### src/rtl/pkq_pkg.sv
// ============================================================================
// Priority key queue package
// Shared constants, request and register codes, and the command and status
// records that pass between the controller and the datapath.
// ============================================================================
package pkq_pkg;

    // Default number of queue entries.
    localparam int unsigned QUEUE_DEPTH_DEF = 16;

    // Field widths.
    localparam int unsigned KEY_W      = 4;
    localparam int unsigned REQ_W      = 2;
    localparam int unsigned OCC_W      = 5;
    localparam int unsigned CFG_IDX_W  = 2;
    localparam int unsigned CFG_DATA_W = 4;
    localparam int unsigned IN_DATA_W  = 8;
    localparam int unsigned OUT_DATA_W = 16;

    // Largest key that counts as a decimal digit.
    localparam logic [KEY_W-1:0] MAX_DIGIT = 4'd9;

    // Request codes.
    localparam logic [REQ_W-1:0] REQ_ENQUEUE = 2'd0;
    localparam logic [REQ_W-1:0] REQ_DEQUEUE = 2'd1;
    localparam logic [REQ_W-1:0] REQ_FLUSH   = 2'd2;

    // Register indexes.
    localparam logic [CFG_IDX_W-1:0] CFG_ACTIVE       = 2'd0;
    localparam logic [CFG_IDX_W-1:0] CFG_PRIORITY_KEY = 2'd1;
    localparam logic [CFG_IDX_W-1:0] CFG_IDLE_KEY     = 2'd2;

    // Register reset values.
    localparam logic             ACTIVE_RST       = 1'b0;
    localparam logic [KEY_W-1:0] PRIORITY_KEY_RST = 4'd3;
    localparam logic [KEY_W-1:0] IDLE_KEY_RST     = 4'd1;

    // Commands from the controller to the datapath.
    typedef struct packed {
        logic ld_in;       // capture the accepted word, clear the result
        logic enq_wr;      // write the key at the tail
        logic fill_inc;
        logic fill_dec;
        logic fill_clr;
        logic drop_set;
        logic tkey_idle;   // result key is the idle key
        logic idx_clr;
        logic ram_rd;      // read the entry at the index
        logic scan_cmp;    // compare the read entry, remember the head
        logic take_match;  // take the read entry, shifting starts behind it
        logic take_head;   // take the head entry, shifting starts at one
        logic idx_inc;
        logic shift_wr;    // move the read entry down by one place
        logic res_load;    // load the output register
    } pkq_cmd_t;

    // Status from the datapath to the controller.
    typedef struct packed {
        logic [REQ_W-1:0] req;
        logic key_digit;
        logic full;
        logic empty;
        logic active;
        logic match;
        logic idx_last;    // index is the last queued entry
        logic idx_end;     // index is past the last queued entry
        logic out_free;    // output register can take a new word
    } pkq_status_t;

endpackage

### src/rtl/priority_key_queue_core.sv
// ============================================================================
// Priority key queue core
// Ordered queue of decimal-digit keys with a bypass for one priority key.
// ============================================================================
// Usage: requests arrive as words on the s_axis channel (enqueue, dequeue or
// flush) and each produces exactly one result word on the m_axis channel,
// carrying the dequeued key, the drop flag and the occupancy after the
// request. Three registers (active, priority_key, idle_key) are written on
// the cfg channel, which is always ready; write them only while no request
// is in flight.
// Sequence: an enqueue, flush, ignored request or a dequeue that needs no
// search goes from the dispatch state to the finish state, where its result
// is loaded. A dequeue on a non-empty, active queue scans the entry RAM,
// reading then comparing each entry, until it finds the oldest priority key
// or reaches the last entry and takes the head; it then moves each entry
// behind the removed one down by one place. The single-port-per-direction
// RAM's registered read puts a read state before each compare or shift
// write. The next request is accepted on the cycle after the result loads.
// Reset empties the queue (fill count to zero) and loads the registers with
// active 0, priority_key 3 and idle_key 1; no clearing pass is needed.
// Stall: a result word waits in the output register while the next request
// is taken and worked on; only the loading of the following result waits.
// ============================================================================
module priority_key_queue_core #(
    parameter int unsigned QUEUE_DEPTH = pkq_pkg::QUEUE_DEPTH_DEF
) (
    input  logic                               clk,
    input  logic                               rst_n,
    // Request channel.
    input  logic                               s_axis_tvalid,
    output logic                               s_axis_tready,
    // tdata: [1:0] req_type, [5:2] key, [7:6] zero.
    input  logic [pkq_pkg::IN_DATA_W-1:0]      s_axis_tdata,
    // Result channel.
    output logic                               m_axis_tvalid,
    input  logic                               m_axis_tready,
    // tdata: [3:0] out_key, [4] dropped, [9:5] occupancy, [15:10] zero.
    output logic [pkq_pkg::OUT_DATA_W-1:0]     m_axis_tdata,
    // Configuration write channel.
    input  logic                               cfg_valid,
    output logic                               cfg_ready,
    input  logic [pkq_pkg::CFG_IDX_W-1:0]      cfg_index,
    input  logic [pkq_pkg::CFG_DATA_W-1:0]     cfg_data
);

    import pkq_pkg::*;

    pkq_cmd_t    cmd;
    pkq_status_t status;

    // Register writes are taken in any cycle.
    assign cfg_ready = 1'b1;

    pkq_ctrl u_ctrl (
        .clk      (clk),
        .rst_n    (rst_n),
        .in_valid (s_axis_tvalid),
        .in_ready (s_axis_tready),
        .status   (status),
        .cmd      (cmd)
    );

    pkq_datapath #(
        .QUEUE_DEPTH (QUEUE_DEPTH)
    ) u_datapath (
        .clk       (clk),
        .rst_n     (rst_n),
        .cmd       (cmd),
        .status    (status),
        .in_data   (s_axis_tdata),
        .cfg_we    (cfg_valid),
        .cfg_index (cfg_index),
        .cfg_data  (cfg_data),
        .out_valid (m_axis_tvalid),
        .out_ready (m_axis_tready),
        .out_data  (m_axis_tdata)
    );

`ifndef SYNTHESIS
    // The controller goes busy right after it takes a request.
    a_busy_after_accept: assert property (@(posedge clk) disable iff (!rst_n)
        s_axis_tvalid && s_axis_tready |=> !s_axis_tready)
        else $error("request channel still ready after an accept");

    // A dropped key never comes with a dequeued key.
    a_drop_no_key: assert property (@(posedge clk) disable iff (!rst_n)
        m_axis_tvalid && m_axis_tdata[4] |-> m_axis_tdata[3:0] == '0)
        else $error("dropped result carries a key");

    // The tail write and the shift write never share the RAM write port.
    a_one_writer: assert property (@(posedge clk) disable iff (!rst_n)
        !(cmd.enq_wr && cmd.shift_wr))
        else $error("enqueue and shift write in the same cycle");

    // The queue is never seen full and empty at once.
    a_fill_sane: assert property (@(posedge clk) disable iff (!rst_n)
        !(status.full && status.empty))
        else $error("fill count reads both full and empty");
`endif

endmodule

### src/rtl/pkq_ram.sv
// ============================================================================
// Priority key queue RAM
// Simple dual-port memory: one write port, one read port with registered
// read data.
// ============================================================================
module pkq_ram #(
    parameter int unsigned WIDTH = 4,
    parameter int unsigned DEPTH = 16,
    parameter int unsigned AW    = (DEPTH > 1) ? $clog2(DEPTH) : 1
) (
    input  logic             clk,
    input  logic             wr_en,
    input  logic [AW-1:0]    wr_addr,
    input  logic [WIDTH-1:0] wr_data,
    input  logic             rd_en,
    input  logic [AW-1:0]    rd_addr,
    output logic [WIDTH-1:0] rd_data
);

    logic [WIDTH-1:0] mem [DEPTH];

    always_ff @(posedge clk)
    begin
        if (wr_en)
        begin
            mem[wr_addr] <= wr_data;
        end
        if (rd_en)
        begin
            rd_data <= mem[rd_addr];
        end
    end

endmodule

### src/rtl/pkq_datapath.sv
// ============================================================================
// Priority key queue datapath
// Registers, entry store, fill count, scan index and output register.
// ============================================================================
module pkq_datapath #(
    parameter int unsigned QUEUE_DEPTH = pkq_pkg::QUEUE_DEPTH_DEF
) (
    input  logic                                clk,
    input  logic                                rst_n,
    input  pkq_pkg::pkq_cmd_t                   cmd,
    output pkq_pkg::pkq_status_t                status,
    input  logic [pkq_pkg::IN_DATA_W-1:0]       in_data,
    input  logic                                cfg_we,
    input  logic [pkq_pkg::CFG_IDX_W-1:0]       cfg_index,
    input  logic [pkq_pkg::CFG_DATA_W-1:0]      cfg_data,
    output logic                                out_valid,
    input  logic                                out_ready,
    output logic [pkq_pkg::OUT_DATA_W-1:0]      out_data
);

    import pkq_pkg::*;

    localparam int unsigned AW = (QUEUE_DEPTH > 1) ? $clog2(QUEUE_DEPTH) : 1;
    localparam int unsigned CW = $clog2(QUEUE_DEPTH + 1);
    localparam int unsigned PAD_W = OUT_DATA_W - KEY_W - 1 - OCC_W;

    logic [REQ_W-1:0] req_reg;
    logic [KEY_W-1:0] key_reg;
    logic             active_reg;
    logic [KEY_W-1:0] prio_reg;
    logic [KEY_W-1:0] idle_reg;
    logic [CW-1:0]    fill_reg;
    logic [CW-1:0]    idx_reg;
    logic [KEY_W-1:0] head_reg;
    logic [KEY_W-1:0] tkey_reg;
    logic             drop_reg;
    logic             out_valid_reg;
    logic [KEY_W-1:0] out_key_reg;
    logic             out_drop_reg;
    logic [OCC_W-1:0] out_occ_reg;

    logic [CW-1:0]    idx_inc;
    logic [CW-1:0]    idx_dec;
    logic [KEY_W-1:0] rd_data;
    logic [KEY_W-1:0] head_val;
    logic             wr_en;
    logic [AW-1:0]    wr_addr;
    logic [KEY_W-1:0] wr_data;

    assign idx_inc  = idx_reg + CW'(1);
    assign idx_dec  = idx_reg - CW'(1);
    // The head is still on the read port when the index is at zero.
    assign head_val = (idx_reg == '0) ? rd_data : head_reg;

    // Enqueue writes the tail; a shift moves an entry down by one place.
    assign wr_en   = cmd.enq_wr | cmd.shift_wr;
    assign wr_addr = cmd.enq_wr ? fill_reg[AW-1:0] : idx_dec[AW-1:0];
    assign wr_data = cmd.enq_wr ? key_reg : rd_data;

    pkq_ram #(
        .WIDTH (KEY_W),
        .DEPTH (QUEUE_DEPTH),
        .AW    (AW)
    ) u_ram (
        .clk     (clk),
        .wr_en   (wr_en),
        .wr_addr (wr_addr),
        .wr_data (wr_data),
        .rd_en   (cmd.ram_rd),
        .rd_addr (idx_reg[AW-1:0]),
        .rd_data (rd_data)
    );

    always_comb
    begin
        status.req       = req_reg;
        status.key_digit = (key_reg <= MAX_DIGIT);
        status.full      = (fill_reg == CW'(QUEUE_DEPTH));
        status.empty     = (fill_reg == '0);
        status.active    = active_reg;
        status.match     = (rd_data == prio_reg);
        status.idx_last  = (idx_inc >= fill_reg);
        status.idx_end   = (idx_reg >= fill_reg);
        status.out_free  = ~out_valid_reg | out_ready;
    end

    // Configuration registers.
    always_ff @(posedge clk or negedge rst_n)
    begin
        if (!rst_n)
        begin
            active_reg <= ACTIVE_RST;
            prio_reg   <= PRIORITY_KEY_RST;
            idle_reg   <= IDLE_KEY_RST;
        end
        else if (cfg_we)
        begin
            case (cfg_index)
                CFG_ACTIVE:       active_reg <= cfg_data[0];
                CFG_PRIORITY_KEY: prio_reg   <= cfg_data;
                CFG_IDLE_KEY:     idle_reg   <= cfg_data;
                default:          ;
            endcase
        end
    end

    // Fill count and scan index.
    always_ff @(posedge clk or negedge rst_n)
    begin
        if (!rst_n)
        begin
            fill_reg <= '0;
            idx_reg  <= '0;
        end
        else
        begin
            if (cmd.fill_clr)
            begin
                fill_reg <= '0;
            end
            else if (cmd.fill_inc)
            begin
                fill_reg <= fill_reg + CW'(1);
            end
            else if (cmd.fill_dec)
            begin
                fill_reg <= fill_reg - CW'(1);
            end

            if (cmd.idx_clr)
            begin
                idx_reg <= '0;
            end
            else if (cmd.take_head)
            begin
                idx_reg <= CW'(1);
            end
            else if (cmd.take_match || cmd.idx_inc)
            begin
                idx_reg <= idx_inc;
            end
        end
    end

    // Item payload and the result being built.
    always_ff @(posedge clk)
    begin
        if (cmd.ld_in)
        begin
            req_reg  <= in_data[REQ_W-1:0];
            key_reg  <= in_data[REQ_W +: KEY_W];
            tkey_reg <= '0;
            drop_reg <= 1'b0;
        end
        else
        begin
            if (cmd.drop_set)
            begin
                drop_reg <= 1'b1;
            end
            if (cmd.tkey_idle)
            begin
                tkey_reg <= idle_reg;
            end
            else if (cmd.take_match)
            begin
                tkey_reg <= rd_data;
            end
            else if (cmd.take_head)
            begin
                tkey_reg <= head_val;
            end
        end
        if (cmd.scan_cmp && (idx_reg == '0))
        begin
            head_reg <= rd_data;
        end
    end

    // Output register.
    always_ff @(posedge clk or negedge rst_n)
    begin
        if (!rst_n)
        begin
            out_valid_reg <= 1'b0;
        end
        else if (cmd.res_load)
        begin
            out_valid_reg <= 1'b1;
        end
        else if (out_ready)
        begin
            out_valid_reg <= 1'b0;
        end
    end

    always_ff @(posedge clk)
    begin
        if (cmd.res_load)
        begin
            out_key_reg  <= tkey_reg;
            out_drop_reg <= drop_reg;
            out_occ_reg  <= OCC_W'(fill_reg);
        end
    end

    assign out_valid = out_valid_reg;
    assign out_data  = {{PAD_W{1'b0}}, out_occ_reg, out_drop_reg, out_key_reg};

endmodule

### src/rtl/pkq_ctrl.sv
// ============================================================================
// Priority key queue controller
// State machine that sequences enqueue, flush and the dequeue scan and shift.
// ============================================================================
module pkq_ctrl (
    input  logic                 clk,
    input  logic                 rst_n,
    input  logic                 in_valid,
    output logic                 in_ready,
    input  pkq_pkg::pkq_status_t status,
    output pkq_pkg::pkq_cmd_t    cmd
);

    import pkq_pkg::*;

    localparam logic [2:0] ST_IDLE = 3'd0;
    localparam logic [2:0] ST_DISP = 3'd1;
    localparam logic [2:0] ST_SRD  = 3'd2;
    localparam logic [2:0] ST_SCMP = 3'd3;
    localparam logic [2:0] ST_HRD  = 3'd4;
    localparam logic [2:0] ST_HWR  = 3'd5;
    localparam logic [2:0] ST_FIN  = 3'd6;

    logic [2:0] state_reg;
    logic [2:0] state_next;

    always_ff @(posedge clk or negedge rst_n)
    begin
        if (!rst_n)
        begin
            state_reg <= ST_IDLE;
        end
        else
        begin
            state_reg <= state_next;
        end
    end

    assign in_ready = (state_reg == ST_IDLE);

    always_comb
    begin
        cmd        = '0;
        state_next = state_reg;
        case (state_reg)
            ST_IDLE:
            begin
                if (in_valid)
                begin
                    cmd.ld_in  = 1'b1;
                    state_next = ST_DISP;
                end
            end
            ST_DISP:
            begin
                state_next = ST_FIN;
                case (status.req)
                    REQ_ENQUEUE:
                    begin
                        if (status.key_digit)
                        begin
                            if (status.full)
                            begin
                                cmd.drop_set = 1'b1;
                            end
                            else
                            begin
                                cmd.enq_wr   = 1'b1;
                                cmd.fill_inc = 1'b1;
                            end
                        end
                    end
                    REQ_DEQUEUE:
                    begin
                        if (status.active)
                        begin
                            if (status.empty)
                            begin
                                cmd.tkey_idle = 1'b1;
                            end
                            else
                            begin
                                cmd.idx_clr = 1'b1;
                                state_next  = ST_SRD;
                            end
                        end
                    end
                    REQ_FLUSH:
                    begin
                        cmd.fill_clr = 1'b1;
                    end
                    default:
                    begin
                    end
                endcase
            end
            ST_SRD:
            begin
                cmd.ram_rd = 1'b1;
                state_next = ST_SCMP;
            end
            ST_SCMP:
            begin
                cmd.scan_cmp = 1'b1;
                if (status.match)
                begin
                    cmd.take_match = 1'b1;
                    state_next     = ST_HRD;
                end
                else if (status.idx_last)
                begin
                    cmd.take_head = 1'b1;
                    state_next    = ST_HRD;
                end
                else
                begin
                    cmd.idx_inc = 1'b1;
                    state_next  = ST_SRD;
                end
            end
            ST_HRD:
            begin
                if (status.idx_end)
                begin
                    cmd.fill_dec = 1'b1;
                    state_next   = ST_FIN;
                end
                else
                begin
                    cmd.ram_rd = 1'b1;
                    state_next = ST_HWR;
                end
            end
            ST_HWR:
            begin
                cmd.shift_wr = 1'b1;
                cmd.idx_inc  = 1'b1;
                state_next   = ST_HRD;
            end
            ST_FIN:
            begin
                if (status.out_free)
                begin
                    cmd.res_load = 1'b1;
                    state_next   = ST_IDLE;
                end
            end
            default:
            begin
                state_next = ST_IDLE;
            end
        endcase
    end

endmodule
### config.mk
export PLATFORM = sky130hd
export DESIGN_NAME = priority_key_queue_core
export DESIGN_NICKNAME = d
export VERILOG_FILES = /design/src/rtl/pkq_pkg.sv /design/src/rtl/priority_key_queue_core.sv /design/src/rtl/pkq_ram.sv /design/src/rtl/pkq_datapath.sv /design/src/rtl/pkq_ctrl.sv
export SDC_FILE = /design/constraint.sdc
export NUM_CORES = 1
export LEC_CHECK = 0
export BUFFER_PORTS_ARGS = -buffer_cell sky130_fd_sc_hd__buf_4
export CAP_MARGIN = 20
export CORE_MARGIN = 8
export CORE_UTILIZATION = 50
export CTS_BUF_LIST = sky130_fd_sc_hd__clkbuf_16
export DETAILED_ROUTE_END_ITERATION = 10
export GPL_TIMING_DRIVEN = 0
export PLACE_DENSITY = 0.75
export SYNTH_ARGS = -nofsm -noshare
export SYNTH_HDL_FRONTEND = slang
export SYNTH_SLANG_ARGS = --single-unit
### constraint.sdc
create_clock -name clk -period 6.45 [get_ports clk]
set_clock_uncertainty 0.05 [all_clocks]
set_input_delay 0.3225 -clock clk [delete_from_list [all_inputs] [get_ports clk]]
set_output_delay 0.3225 -clock clk [all_outputs]
set_load 0.1 [all_outputs]
### After elaboration in Yosys (flattened, before gate mapping)

Memory sizes are Yosys's and may differ from the RTL's. A register that Yosys moved wholly into a read port is not among the register bits.
Cells that the tools add are included.

| operators by class | value |
|---|---|
| add/sub/neg operators | 4 |
| multiply operators | 0 |
| div/mod/pow operators | 0 |
| magnitude comparators | 3 |
| equality and inequality tests | 14 |
| shift-type cells | 0 |
| multiplexer cells | 53 |
| bitwise operators | 3 |
| reductions and logical operators | 15 |

Operators with widths:

| cell | number |
|---|---|
| two-way mux 5 bit | 6 |
| two-way mux 4 bit | 7 |
| two-way mux 3 bit | 8 |
| two-way mux 1 bit | 21 |
| one-hot mux 3 bit (7 select lines) | 1 |
| two-way mux 2 bit | 8 |
| adder 5 x 1 -> 5 bit (second input constant) | 2 |
| greater-or-equal comparator 5 bit | 2 |
| logical NOT 5 bit | 2 |
| equality test 3 bit (second input constant) | 3 |
| nonzero test 3 bit | 3 |
| AND reduction 2 bit | 4 |
| equality test 3 x 2 -> 1 bit (second input constant) | 2 |
| equality test 5 bit (second input constant) | 1 |
| subtractor 5 x 1 -> 5 bit (second input constant) | 1 |
| equality test 2 x 1 -> 1 bit (second input constant) | 2 |
| equality test 2 bit (second input constant) | 2 |
| equality test 4 bit | 1 |
| <= comparator 4 bit (second input constant) | 1 |
| logical NOT 2 bit | 2 |
| inequality test 2 bit (second input constant) | 2 |
| one-hot mux 1 bit (2 select lines) | 2 |
| subtractor 4 x 1 -> 4 bit (second input constant) | 1 |
| equality test 3 x 1 -> 1 bit (second input constant) | 1 |
| other kinds (6) | 7 |

| word-level totals | value |
|---|---|
| register bits after elaboration | 48 |
| bits in latches | 0 |
| memory bits (writable) | 64 |
| bits in read-only memories | 0 |
| output and inout bits | 19 |
| logic and storage cells | 108 |
| memories | 1 |

Memory list:

| name | depth | width | rd ports | clocked after memory_dff | wr ports | line | RTL |
|---|---|---|---|---|---|---|---|
| u_datapath.u_ram.mem | 16 | 4 | 1 | 1 | 1 | pkq_ram.sv:20 | `logic [WIDTH-1:0] mem [DEPTH];` |

### Longest topological paths before layout

| depth | value |
|---|---|
| depth in word-level cells | 9 |
| depth in mapped cells | 11 |
| mapped depth without buffers | 9 |

### Hierarchy

A second synthesis with hierarchy kept.

| second synthesis, totals | value |
|---|---|
| cells, all modules | 370 |
| area, all modules | 5417.7 µm² |

By module, submodules not included:

| module | times used | cells an instance | area each (µm²) |
|---|---|---|---|
| pkq_ram | 1 | 130 | 2706.3 |
| pkq_datapath | 1 | 195 | 2337.2 |
| pkq_ctrl | 1 | 43 | 362.8 |
| priority_key_queue_core | 1 | 2 | 11.3 |

### Worst setup path after synthesis

Ideal clock, no wire load.

| timing | value |
|---|---|
| kind | register to register |
| from | register u_ctrl.state_reg[1] |
| to | register u_datapath.tkey_reg[0] |
| setup time | 0.121 ns |
| arrival time | 3.476 ns |
| setup slack | 2.804 ns |
| stages on the path, launching flop included | 8 |
| path buffers | 1 |
| clock period less this slack | 3.646 ns |
| cells stage by stage | dfrtp_1 > buf_6 > nor3_1 > and2_1 > or2_2 > a31oi_1 > o221ai_1 > nand2_1 |

RTL lines:

| what | line | RTL |
|---|---|---|
| from (decl) | pkq_ctrl.sv:24 | `logic [2:0] state_reg;` |
| from (signal assigned) | pkq_ctrl.sv:35 | `state_reg <= state_next;` |
| to (signal assigned) | pkq_datapath.sv:163 | `tkey_reg <= idle_reg;` |
| to (signal assigned) | pkq_datapath.sv:167 | `tkey_reg <= rd_data;` |
| to (signal assigned) | pkq_datapath.sv:171 | `tkey_reg <= head_val;` |
| to (decl) | pkq_datapath.sv:35 | `logic [KEY_W-1:0] tkey_reg;` |

### Worst setup path after layout

| timing | value |
|---|---|
| from | register u_datapath.idx_reg[0] |
| to | register u_datapath.idx_reg[3] |

| on the way | value |
|---|---|
| cells in the longest elaborated chain, start to end | 7 |
| elaborated cells on any way between the ends | 12 |
| those cells by class | add/sub: 1; order compare: 1; mux: 8; reduce/logical: 2 |

RTL lines:

| what | line | RTL |
|---|---|---|
| from (decl) | pkq_datapath.sv:33 | `logic [CW-1:0] idx_reg;` |
| from (signal assigned) | pkq_datapath.sv:140 | `idx_reg <= idx_inc;` |
| adder 5 x 1 -> 5 bit (*) | pkq_datapath.sv:50 | `assign idx_inc = idx_reg + CW'(1);` |
| greater-or-equal comparator 5 bit | pkq_datapath.sv:82 | `status.idx_last = (idx_inc >= fill_reg);` |
| two-way mux 1 bit | pkq_ctrl.sv:110 | `else if (status.idx_last)` |
| two-way mux 2 bit | pkq_ctrl.sv:105 | `if (status.match)` |
| one-hot mux 1 bit (2 select lines) or two-way mux 3 bit (tied branches) | pkq_ctrl.sv:45 | `case (state_reg)` |
| logical OR 1 bit or two-way mux 5 bit (tied branches) | pkq_datapath.sv:138, pkq_datapath.sv:134 |  |
| nonzero test 3 bit (no source line) or two-way mux 5 bit (tied branches) | - |  |

Mark *: on every way between the ends. The rest lies on a longest branch, timed or not. The select of a mux whose other input is x is not followed.
A chain may end at the register's enable or synchronous reset.

==> out/summary.txt <==
Hold EP: u_datapath.key_reg[3]
Crit Path Class: reg -> reg
Synth area leader: edfxtp_1
Internal power: 2011 µW
Clk network pwr share: 0.274
Worst path cell trace: clkbuf_1, clkbuf_1, inv_1, ha_1, ha_1, a31oi_1, o21ai_0, a31oi_1, nor3b_1, nor2_1
Initial Util: 0.5078
Synth warn: 0
CTS tree: yes
Psw: 1256 µW
CP Data Arrival Time: 4220 ps
Largest cells by area after synthesis: edfxtp_1, dfrtp_1, mux4_2
Highest Clock Rate: 249.7 MHz
Largest family of logic cells by synthesized area: multiplexers
Commonest cells post-synth: edfxtp_1, nand2_1, nor2_1
R2R setup slack: 2450 ps
H-tree Lvls: 4
DRT Pass-1 Iters: 6
Clock slew at reported path FFs: 60 ps
Remaining DRCs: 0
Outcome: complete, no violations
Most flop-heavy register: u_datapath.u_ram.mem
Core area: 10750 µm²
Sequential share of the synthesized area: 0.6088
Area growth from synthesis to layout: 18.23%
Mux cell area share after synthesis: 0.1151
# nets final: 482
Reg-to-reg endpoint: u_datapath.idx_reg[3]
Die Y-Extent: 120.5 µm
Ant diodes: 0
Max FFs per register: 64
Cells on worst reg2reg path: 10
TritonCTS Buffers: 17
Layout Cells excl Fill: 599
Antenna viol nets, final: 0
Leakage: 0.002448 µW
Min-delay src: s_axis_tdata[5]
Number of global-route vias before repair: 3429
Setup TNS: 0 ps
GRT Residual Overflow: 0
Crit path time final: 4005 ps
Worst path max stage delay: 540 ps
Worst skew pair latency: 410 ps
Cell row count: 38
Least-Margin Pin Slew: 823.0 ps
Final setup vio count: 0
Drt wl/cell: 19.56 µm
CP endpoint kind: flip-flop
CTS Sinks: 116
Total track usage: 0.1697
Post-Synth XOR/XNOR Area: 0.02087
Synthesized cell area: 5456 µm²
Number of synthesized flops with an enable pin: 88
Final Hold Fails: 0
First-pass GRT wire length: 18710 µm
Share of the synthesized area in the top cell type: 0.4843
Net Sw Frac: 0.3844
Family with the most delay on the worst path: buffers and inverters
Synth cell types: 61
Placed Cells: 566
Routed via count: 3456
Synth Area in Compound Gates: 0.07773
Startpoint type of the worst setup path: flip-flop
Die ar.: 14510 µm²
Comb power frac: 0.383
Post-CTS setup repair buffer count: 0
Final Wtd Congestion: 0.9053
Final Power: 3267 µW
Largest fanout on the critical path: 10
Slew Limit Fails: 0
Most common cell in the synthesized netlist: edfxtp_1
CP required: 6670 ps
CP max-delay cell: nor3b_1
Buf/Inv on CP: 3
Post-synthesis async set-or-reset flop share: 0.1983
Clk root buf: clkbuf_16
Syn Inst Count: 392
Initial DRC count: 378
Register bit total from synthesis: 116
Post-CTS Resized: 0
Max rail drop VDD: 0.3589 mV
Die Width: 120.5 µm
Max-cap viol count: 0
Slew Limit Headroom: 0.4463
Critical path depth: 10
Sequential fraction of design power: 0.342
PwrDens: 506.4 nW/µm²
Vias/cell: 5.770
Layout cells sized above 1: 0.2549
Hold Crit Class: in -> reg
Hold Path Stages: 1
Unrepaired setup endpoints after global routing: no
Number of antenna violations at the first check in global routing: 0
Post-Route WL: 11720 µm
Hold bufs inserted after CTS: 1
HPWL Detailed: 8370 µm
Post-Synth Simple-Gate Area: 0.1007
Largest net degree at the start of global routing: 24
RR Startpoint: u_datapath.idx_reg[0]
Synth Flop Type: edfxtp_1
Synth Area in Adders: 0.04036
CTS Buffer Depth: 2
I/O Buffers: 28
Synthesized area per cell: 13.92 µm²
I/O pin count: 38
Final period utilization: 0.6209
## logic make-up (layout without fill, tap and decap cells)
kind of cell / count (synthesis) / count (layout)
buf+inv: 37 / 99
fa+ha+maj: 17 / 17
compound gates: 63 / 63
other cells: 2 / 7
xor+xnor: 13 / 13
mux: 36 / 36
flops: 116 / 116
simple gates: 108 / 108
## power groups by stage
| stage | sequential [µW] | combinational (µW) | clock (µW) |
|---|---|---|---|
| 2_1_floorplan | 1190 | 855 | 0 |
| 3_3_place_gp | 1130 | 1200 | 0 |
| 3_5_place_dp | 1130 | 1240 | 0 |
| 4_1_cts | 1120 | 1250 | 907 |
| 5_1_grt | 1130 | 1370 | 941 |
| 6_report | 1120 | 1250 | 897 |
## through the flow
stage          setup slack [ps]  instance area (µm²)  hold slack, ps    util
6_report                   2445                 6451           35.52  0.6004
5_1_grt                    2149                 6451           18.88  0.6004
4_1_cts                    2474                 6451           23.70  0.6004
3_5_place_dp               2502                 5868           193.8  0.5461
3_3_place_gp               2540                 5861           186.1  0.5454
2_1_floorplan              2804                 5475          -23.09       -
## cell type report
type | instances | area [µm²]
well taps | 140 | 175.2
repair buffers | 30 | 227.7
clock inverters | 15 | 147.6
flip-flops and latches | 116 | 3322
fillers | 829 | 4294
multi-input cells | 244 | 1962
clock buffers | 17 | 425.4
inverters | 12 | 47.55
plain buffers | 25 | 143.9
## per-layer routing
layer / share of wire / vias to the layer above / track usage
met5: 0 / - / 0
met1: 0.42 / 1718 / 0.2115
li1: - / 1583 / -
met3: 0.064 / 28 / 0.04848
met4: 0.017 / 0 / 0.07104
met2: 0.50 / 127 / 0.2727
## how the worst max path moves through the flow
stage                     startpoint                endpoint  slack, ps
2_1_floorplan    u_ctrl.state_reg[1]  u_datapath.tkey_reg[0]       2800
3_3_place_gp   u_datapath.idx_reg[0]   u_datapath.idx_reg[3]       2540
4_1_cts        u_datapath.idx_reg[0]   u_datapath.idx_reg[3]       2470
5_1_grt        u_datapath.idx_reg[0]   u_datapath.idx_reg[4]       2150
6_report       u_datapath.idx_reg[0]   u_datapath.idx_reg[3]       2450
3_5_place_dp   u_datapath.idx_reg[0]   u_datapath.idx_reg[3]       2500
## cell usage in the layout (no fill, tap or decap), drive strengths merged, types with 11 or more instances in the layout
cell type  netlist  routed
edfxtp          88      88
buf             15      44
nand2           37      37
nor2            27      27
clkbuf          10      27
mux4            20      20
dfrtp           20      20
inv             12      18
ha              16      16
o21ai           15      15
a21oi           12      12
mux2            11      11
Power figures use the tool's default switching activity.
